**config.mk**
```make
export PLATFORM = sky130hd
export DESIGN_NAME = usb_host_data_toggle_tracker
export DESIGN_NICKNAME = d
export VERILOG_FILES = /design/src/rtl/core/utt_pkg.sv /design/src/rtl/core/utt_toggle_store.sv /design/src/rtl/core/utt_decode.sv /design/src/rtl/core/usb_host_data_toggle_tracker.sv
export SDC_FILE = /design/constraint.sdc
export NUM_CORES = 1
export LEC_CHECK = 0
export BUFFER_PORTS_ARGS = -buffer_cell sky130_fd_sc_hd__buf_4
export CAP_MARGIN = 20
export CORE_MARGIN = 2
export CORE_UTILIZATION = 40
export DETAILED_ROUTE_END_ITERATION = 16
export GPL_TIMING_DRIVEN = 0
export PLACE_DENSITY = 0.56
export SLEW_MARGIN = 20
export SYNTH_ARGS = -nofsm -noshare
export SYNTH_HDL_FRONTEND = slang
export SYNTH_SLANG_ARGS = --single-unit
```
**constraint.sdc**
```tcl
create_clock -name clk -period 3.4 [get_ports clk]
set_input_delay 0.85 -clock clk [delete_from_list [all_inputs] [get_ports clk]]
set_output_delay 0.85 -clock clk [all_outputs]
set_load 0.1 [all_outputs]
```
**src/rtl/core/utt_pkg.sv**
```systemverilog
`timescale 1ns / 1ps

package utt_pkg;

	// request codes carried in req_type
	localparam logic [2:0] REQ_OPEN  = 3'd0;
	localparam logic [2:0] REQ_SETUP = 3'd1;
	localparam logic [2:0] REQ_START = 3'd2;
	localparam logic [2:0] REQ_DONE  = 3'd3;
	localparam logic [2:0] REQ_ERROR = 3'd4;

	// token kinds
	localparam logic [1:0] PID_OUT   = 2'd0;
	localparam logic [1:0] PID_IN    = 2'd1;
	localparam logic [1:0] PID_SETUP = 2'd2;

	// completion status
	localparam logic [1:0] ST_SUCCESS = 2'd0;
	localparam logic [1:0] ST_TIMEOUT = 2'd1;
	localparam logic [1:0] ST_FAILED  = 2'd2;

	localparam int unsigned  EP_DIR_BIT = 7;
	localparam logic [15:0]  SETUP_LEN  = 16'd8;

	typedef enum logic [1:0] {
		TOG_NONE,
		TOG_CLEAR,
		TOG_SET_EP0,
		TOG_FLIP
	} tog_op_t;

	typedef struct packed {
		logic [2:0]  req_type;
		logic [6:0]  usb_dev;
		logic [7:0]  ep_addr;
		logic [15:0] xfer_length;
		logic        no_reply;
		logic        crc_err;
		logic [9:0]  rx_count;
	} req_t;

	typedef struct packed {
		logic        token_valid;
		logic [1:0]  token_pid;
		logic        token_toggle;
		logic [15:0] token_length;
		logic [6:0]  report_dev;
		logic [7:0]  report_ep;
		logic        done_valid;
		logic [1:0]  done_status;
		logic [9:0]  done_length;
	} rsp_t;

	typedef struct packed {
		logic [6:0] dev;
		logic [3:0] epn;
		logic       is_in;
	} tog_addr_t;

	typedef struct packed {
		tog_op_t   op;
		tog_addr_t addr;
	} tog_cmd_t;

	typedef struct packed {
		logic       busy;
		logic [6:0] dev;
		logic [7:0] ep;
		logic       is_in;
	} pend_t;

endpackage

```
**src/rtl/core/utt_toggle_store.sv**
```systemverilog
`timescale 1ns / 1ps

// Toggle bits per tracked device, endpoint and direction.
module utt_toggle_store #(
	parameter int unsigned TRACKED_DEVICES = 8,
	parameter int unsigned ENDPOINTS       = 16
) (
	input  logic                clk,
	input  logic                arst_n,
	input  utt_pkg::tog_addr_t  rd,
	output logic                rd_toggle,
	input  utt_pkg::tog_cmd_t   wr
);

	localparam int unsigned DEV_W = (TRACKED_DEVICES > 1) ? $clog2(TRACKED_DEVICES) : 1;
	localparam int unsigned EP_W  = (ENDPOINTS > 1) ? $clog2(ENDPOINTS) : 1;

	logic [TRACKED_DEVICES-1:0][ENDPOINTS-1:0] in_tog_q;
	logic [TRACKED_DEVICES-1:0][ENDPOINTS-1:0] out_tog_q;

	logic             rd_trk, wr_trk;
	logic [DEV_W-1:0] rd_dev, wr_dev;
	logic [EP_W-1:0]  rd_ep, wr_ep;

	assign rd_trk = ({1'b0, rd.dev} < 8'(TRACKED_DEVICES)) && ({1'b0, rd.epn} < 5'(ENDPOINTS));
	assign wr_trk = ({1'b0, wr.addr.dev} < 8'(TRACKED_DEVICES))
		&& ({1'b0, wr.addr.epn} < 5'(ENDPOINTS));

	assign rd_dev = rd.dev[DEV_W-1:0];
	assign rd_ep  = rd.epn[EP_W-1:0];
	assign wr_dev = wr.addr.dev[DEV_W-1:0];
	assign wr_ep  = wr.addr.epn[EP_W-1:0];

	always_comb begin
		rd_toggle = 1'b0;
		if (rd_trk) begin
			rd_toggle = rd.is_in ? in_tog_q[rd_dev][rd_ep] : out_tog_q[rd_dev][rd_ep];
		end
	end

	always_ff @(posedge clk or negedge arst_n) begin
		if (!arst_n) begin
			in_tog_q  <= '0;
			out_tog_q <= '0;
		end else if (wr_trk) begin
			case (wr.op)
				utt_pkg::TOG_CLEAR: begin
					if (wr.addr.is_in) in_tog_q[wr_dev][wr_ep] <= 1'b0;
					else out_tog_q[wr_dev][wr_ep] <= 1'b0;
				end
				utt_pkg::TOG_SET_EP0: begin
					in_tog_q[wr_dev][0]  <= 1'b1;
					out_tog_q[wr_dev][0] <= 1'b1;
				end
				utt_pkg::TOG_FLIP: begin
					if (wr.addr.is_in) in_tog_q[wr_dev][wr_ep] <= ~in_tog_q[wr_dev][wr_ep];
					else out_tog_q[wr_dev][wr_ep] <= ~out_tog_q[wr_dev][wr_ep];
				end
				default: ;
			endcase
		end
	end

endmodule

```
**src/rtl/core/utt_decode.sv**
```systemverilog
`timescale 1ns / 1ps

// Request decode: result, pending record update and toggle command.
module utt_decode (
	input  logic                fire,
	input  utt_pkg::req_t       req,
	input  utt_pkg::pend_t      pend,
	input  logic                rd_toggle,
	output utt_pkg::tog_addr_t  rd,
	output utt_pkg::tog_cmd_t   wr,
	output utt_pkg::pend_t      pend_next,
	output utt_pkg::rsp_t       rsp
);

	logic is_in;

	assign is_in = req.ep_addr[utt_pkg::EP_DIR_BIT];

	assign rd.dev   = req.usb_dev;
	assign rd.epn   = req.ep_addr[3:0];
	assign rd.is_in = is_in;

	always_comb begin
		rsp          = '0;
		pend_next    = pend;
		wr.op        = utt_pkg::TOG_NONE;
		wr.addr      = rd;
		case (req.req_type)
			utt_pkg::REQ_OPEN: begin
				wr.op = utt_pkg::TOG_CLEAR;
			end
			utt_pkg::REQ_SETUP: begin
				pend_next = '{busy: 1'b1, dev: req.usb_dev, ep: 8'd0, is_in: 1'b0};
				wr.op            = utt_pkg::TOG_SET_EP0;
				wr.addr.epn      = 4'd0;
				rsp.token_valid  = 1'b1;
				rsp.token_pid    = utt_pkg::PID_SETUP;
				rsp.token_length = utt_pkg::SETUP_LEN;
				rsp.report_dev   = req.usb_dev;
			end
			utt_pkg::REQ_START: begin
				pend_next = '{busy: 1'b1, dev: req.usb_dev, ep: req.ep_addr, is_in: is_in};
				rsp.token_valid  = 1'b1;
				rsp.token_pid    = is_in ? utt_pkg::PID_IN : utt_pkg::PID_OUT;
				rsp.token_toggle = rd_toggle;
				rsp.token_length = req.xfer_length;
				rsp.report_dev   = req.usb_dev;
				rsp.report_ep    = req.ep_addr;
			end
			utt_pkg::REQ_DONE: begin
				if (pend.busy) begin
					pend_next.busy  = 1'b0;
					wr.addr.dev     = pend.dev;
					wr.addr.epn     = pend.ep[3:0];
					wr.addr.is_in   = pend.is_in;
					rsp.report_dev  = pend.dev;
					rsp.report_ep   = pend.ep;
					rsp.done_valid  = 1'b1;
					if (req.no_reply) begin
						rsp.done_status = utt_pkg::ST_TIMEOUT;
					end else if (req.crc_err) begin
						rsp.done_status = utt_pkg::ST_FAILED;
					end else begin
						rsp.done_status = utt_pkg::ST_SUCCESS;
						rsp.done_length = req.rx_count;
						wr.op           = utt_pkg::TOG_FLIP;
					end
				end
			end
			utt_pkg::REQ_ERROR: begin
				if (pend.busy) begin
					pend_next.busy  = 1'b0;
					rsp.report_dev  = pend.dev;
					rsp.report_ep   = pend.ep;
					rsp.done_valid  = 1'b1;
					rsp.done_status = utt_pkg::ST_FAILED;
				end
			end
			default: ;
		endcase
		if (!fire) begin
			wr.op     = utt_pkg::TOG_NONE;
			pend_next = pend;
		end
	end

endmodule

```
**src/rtl/core/usb_host_data_toggle_tracker.sv**
```systemverilog
`timescale 1ns / 1ps

// USB host data-toggle tracker. Each request transaction (open endpoint,
// setup, start transfer, transfer done, error event) gives exactly one
// response transaction, in order. A transaction is taken every clock cycle
// when the response side keeps up; an accepted request passes through one
// request register and then one response register, which presents the
// response and holds it while rsp_ready is low. The rate rests on the
// read-modify-write of the toggle flip-flops and the pending-transfer
// record, done between those two registers. Toggle bits reset to DATA0;
// devices at or above TRACKED_DEVICES and endpoint numbers at or above
// ENDPOINTS always see DATA0 and never change state. Only one transfer is
// pending: a new setup or start replaces it. Response fields that do not
// apply read as zero.
module usb_host_data_toggle_tracker #(
	parameter int unsigned TRACKED_DEVICES = 8,
	parameter int unsigned ENDPOINTS       = 16
) (
	input  logic           clk,
	input  logic           arst_n,
	input  logic           req_valid,
	output logic           req_ready,
	input  utt_pkg::req_t  req_data,
	output logic           rsp_valid,
	input  logic           rsp_ready,
	output utt_pkg::rsp_t  rsp_data
);

	// request register
	logic          v_s1;
	utt_pkg::req_t req_s1;

	// response register
	logic          rsp_v_q;
	utt_pkg::rsp_t rsp_q;

	// pending transfer record
	utt_pkg::pend_t pend_q, pend_next;

	utt_pkg::tog_addr_t tog_rd;
	utt_pkg::tog_cmd_t  tog_wr;
	utt_pkg::rsp_t      rsp_next;
	logic               tog_bit;
	logic               advance;
	logic               fire;

	// s1 may move on whenever the response register is empty or draining
	assign advance   = !rsp_v_q || rsp_ready;
	assign fire      = v_s1 && advance;
	assign req_ready = !v_s1 || advance;

	always_ff @(posedge clk or negedge arst_n) begin
		if (!arst_n) begin
			v_s1 <= 1'b0;
		end else if (req_ready) begin
			v_s1 <= req_valid;
		end
	end

	always_ff @(posedge clk) begin
		if (req_ready && req_valid) begin
			req_s1 <= req_data;
		end
	end

	utt_decode u_decode (
		.fire      (fire),
		.req       (req_s1),
		.pend      (pend_q),
		.rd_toggle (tog_bit),
		.rd        (tog_rd),
		.wr        (tog_wr),
		.pend_next (pend_next),
		.rsp       (rsp_next)
	);

	utt_toggle_store #(
		.TRACKED_DEVICES (TRACKED_DEVICES),
		.ENDPOINTS       (ENDPOINTS)
	) u_store (
		.clk       (clk),
		.arst_n    (arst_n),
		.rd        (tog_rd),
		.rd_toggle (tog_bit),
		.wr        (tog_wr)
	);

	// pending record is control state: reset clears it
	always_ff @(posedge clk or negedge arst_n) begin
		if (!arst_n) begin
			pend_q <= '0;
		end else begin
			pend_q <= pend_next;
		end
	end

	always_ff @(posedge clk or negedge arst_n) begin
		if (!arst_n) begin
			rsp_v_q <= 1'b0;
		end else if (advance) begin
			rsp_v_q <= v_s1;
		end
	end

	always_ff @(posedge clk) begin
		if (fire) begin
			rsp_q <= rsp_next;
		end
	end

	assign rsp_valid = rsp_v_q;
	assign rsp_data  = rsp_q;

`ifndef SYNTHESIS
	// a setup or start leaves a transfer pending
	a_start_pends: assert property (@(posedge clk) disable iff (!arst_n)
		fire && (req_s1.req_type == utt_pkg::REQ_SETUP || req_s1.req_type == utt_pkg::REQ_START)
		|=> pend_q.busy)
		else $error("setup/start did not leave a pending transfer");

	// a completion reported ends the pending transfer
	a_done_clears: assert property (@(posedge clk) disable iff (!arst_n)
		fire && rsp_next.done_valid |=> !pend_q.busy && rsp_valid && rsp_data.done_valid)
		else $error("completion left transfer pending");

	// a completion needs a pending transfer
	a_done_needs_pend: assert property (@(posedge clk) disable iff (!arst_n)
		fire && rsp_next.done_valid |-> pend_q.busy)
		else $error("completion without pending transfer");

	// token and completion never share a response
	a_excl: assert property (@(posedge clk) disable iff (!arst_n)
		rsp_valid |-> !(rsp_data.token_valid && rsp_data.done_valid))
		else $error("token and completion in one response");

	// full request register with stalled response must back-pressure
	a_backpressure: assert property (@(posedge clk) disable iff (!arst_n)
		v_s1 && rsp_valid && !rsp_ready |-> !req_ready)
		else $error("request taken while pipeline stalled");
`endif

endmodule
```
==> flow_metrics.env <==
export IMPL_pwr_share_clk_pct=40.7
export IMPL_rsz0062_at_grt="true"
export IMPL_cts_max_path_buffers=3
export IMPL_fin_nets=2357
export IMPL_r2r_cells=19
export IMPL_synthArstFlopShare_pct=74.5
export IMPL_synthFlopType="dfrtp_1"
export IMPL_r2r_end="u_store.in_tog_q[81]"
export IMPL_synth_most_common_cell="o21ai_0"
export IMPL_initial_utilization_pct=40.3
export IMPL_crit_type="reg2reg"
export IMPL_place_hpwl_microns=77600
export IMPL_cts_sinks=368
export IMPL_pwr_share_seq_pct=39.8
export IMPL_crit_path_end_kind="register"
export IMPL_drive_gt1_share_pct=38.1
export IMPL_period_share_pct=111
export IMPL_vias_per_cell=6.88
export IMPL_worst_path_max_fanout=9
export IMPL_grt_max_degree=94
export IMPL_power_frac_comb_pct=19.5
export IMPL_cts_tree="done"
export IMPL_grtUsageTotal_pct=41.1
export IMPL_holdBufCountCts=0
export IMPL_worstPathRequired_ps=3880
export IMPL_ys_ff_latch=368
export IMPL_status="finished, violations left"
export IMPL_final_area_sq_um=27300
export IMPL_cts_root_buf="clkbuf_16"
export IMPL_syn_area_sq_um=20600
export IMPL_max_cap_violations=0
export IMPL_avgSynthCellArea_sq_um=10.1
export IMPL_hold_path_class="in2async"
export IMPL_grt_pass1_vias=19517
export IMPL_syn_inst=2047
export IMPL_fill_cells=4578
export IMPL_p_int_mw=8.11
export IMPL_ys_types=59
export IMPL_max_freq_mhz=266
export IMPL_syn_nets=2097
export IMPL_areaGrowthSynthToFinish_pct=32.5
export IMPL_cts_buffers=44
export IMPL_drtPass1Iterations=7
export IMPL_critPathLaunchType="register"
export IMPL_yosysWarnings=0
export IMPL_ys_seq_area_share_pct=46.9
export IMPL_synth_commonest_cells="o21ai_0 (345), dfrtp_1 (274), nand2_1 (273), a21oi_1 (164), clkbuf_1 (104)"
export IMPL_antenna_found_initial=4
export IMPL_synth_top_area_share_pct=33.2
export IMPL_regArea_sq_um=9680
export IMPL_clock_skew_ps=26.6
export IMPL_tightest_slew_ps=1270
export IMPL_stdcell_count=3026
export IMPL_fin_util_pct=53.4
export IMPL_dp_cells=2830
export IMPL_grt_overflow=0
export IMPL_synthTopCellsByArea="dfrtp_1 (33%), edfxtp_1 (14%), mux4_2 (9.8%)"
export IMPL_irDropWorstVdd_mv=0.326
export IMPL_port_buffers=99
export IMPL_grt_pass1_wl_microns=153000
export IMPL_routed_via_count=20810
export IMPL_placed_cell_area_sq_um=22400
export IMPL_insertion_delay_ps=620
export IMPL_die_w_microns=231
export IMPL_p_total_mw=12.0
export IMPL_finalWorstSetupSlack_ps=-362
export IMPL_multi_input_area_sq_um=11000
export IMPL_finalSetupViolations=257
export IMPL_ant_nets=0
export IMPL_finalHoldViolations=0
export IMPL_core_sq_um=51200
export IMPL_switching_share_pct=32.2
export IMPL_rows=83
export IMPL_die_h_microns=231
export IMPL_tns_ps=-61310
export IMPL_drt_wl_total_microns=114000
export IMPL_cp_data_arrival_time_ps=4250
export IMPL_place_gp_congestion=1.09
export IMPL_rr_startpoint="pend_q[16]"
export IMPL_synth_edff_count=94
export IMPL_die_area_sq_um=53400
export IMPL_path_clk_slew_ps=70
export IMPL_violations="negative setup slack"
export IMPL_p_sw_mw=3.86
export IMPL_drc_errors=0
export IMPL_finalCriticalPeriod_ps=3760
export IMPL_regToRegSetupSlack_ps=-360
export IMPL_maxSlewViolCount=0
export IMPL_powerDensity_nw_per_um2=438
export IMPL_h_tree_depth=2
export IMPL_io_pins=100
export IMPL_p_leak_nw=10.5
export IMPL_max_slew_margin_pct=15.0
export IMPL_dr_first_iter_drc_count=3099
export IMPL_wl_per_cell_microns=37.8
export IMPL_yosys_area_top_type="dfrtp_1"
==> flip-flops by register name, summed over array words and instances, names as in the netlist <==
name	cells
u_store.in_tog_q	128
u_store.out_tog_q	128
rsp_data	48
req_s1	46
pend_q	16
rsp_valid	1
v_s1	1
==> metrics by stage <==
stage / hold WS [ps] / setup WS (ps)
after global routing: 81.1 / -388
after CTS: 77.1 / -251
after detailed placement: 487 / -1620
final: 68.2 / -362
after global placement: 488 / -1700
after floorplan: 468 / 5.26
==> worst max-delay path by stage <==
stage / from / end / slack [ps] / cells after the start
after floorplan: rsp_valid / req_s1[0] / 5 / 2
after global placement: req_s1[43] / u_store.out_tog_q[25] / -1700 / 13
after detailed placement: req_s1[45] / u_store.out_tog_q[22] / -1620 / 13
after CTS: req_s1[45] / u_store.in_tog_q[11] / -250 / 18
after global routing: req_s1[45] / u_store.in_tog_q[81] / -390 / 18
final: pend_q[16] / u_store.in_tog_q[81] / -360 / 19
==> cells by family (layout without fill, tap and decap cells) <==
group / after synthesis / after routing / share of synthesized area [%]
buf+inv: 234 / 530 / 5.86
other cells: 0 / 3 / 0
compound gates: 846 / 846 / 25.0
flops: 368 / 368 / 46.9
simple gates: 466 / 466 / 10.1
mux: 133 / 133 / 12.1
==> critical path, stage by stage, from the launching register on <==
cell and delay (ps):
dfrtp_1 350, buf_2 180, and4b_1 230, buf_6 150
buf_12 130, mux2i_4 190, buf_8 140, buf_4 160
buf_4 160, o22ai_2 310, a211oi_2 150, o21ai_0 200
o211ai_1 200, o31ai_4 310, buf_12 150, buf_6 100
buf_12 160, buf_12 120, buf_16 140, o21ai_2 50
==> power groups by stage <==
stage	clock network [mW]	logic, mW	registers (mW)
final	4.87	2.34	4.77
after global routing	5.06	2.35	4.78
after CTS	4.87	2.06	4.76
after detailed placement	0	1.81	4.84
after global placement	0	1.79	4.84
after floorplan	0	0.730	5.15
==> cell usage in the layout, fill, tap and decap left out, drive strengths merged, types with 24 or more instances in the layout <==
| cell type | synthesis | final |
|---|---|---|
| o21ai | 510 | 510 |
| buf | 95 | 295 |
| dfrtp | 274 | 274 |
| nand2 | 273 | 273 |
| clkbuf | 104 | 172 |
| a21oi | 164 | 164 |
| edfxtp | 94 | 94 |
| mux4 | 90 | 90 |
| nor2 | 51 | 51 |
| nand3 | 38 | 38 |
| inv | 35 | 38 |
| a221oi | 34 | 34 |
| mux2i | 33 | 33 |
| and2 | 32 | 32 |
| a22o | 24 | 24 |
==> area by class of cell <==
class	instances	area share, %
well taps	680	3.11
clock buffers	54	4.42
repair buffers	219	8.78
flip-flops and latches	368	35.4
multi-input cells	1445	40.4
plain buffers	194	6.49
diodes	3	0.0275
clock inverters	28	0.924
inverters	35	0.494
==> repair_timing <==
action                     4_1_cts  5_1_grt
setup endpoints to repair      257      257
pin swaps                       49      132
buffers inserted                47       48
gates resized for setup        301      370
cloned                           5       18
==> layer usage <==
layer  vias to the layer above  GRT usage, %  routed length, microns
met5                         -             0                      57
met4                         8          25.9                   10200
met3                       558          14.1                   15100
met2                      1779          59.1                   46500
met1                     10280          53.1                   42500
li1                       8185             -                       -
No activity file was read; power rests on OpenSTA's default activity.
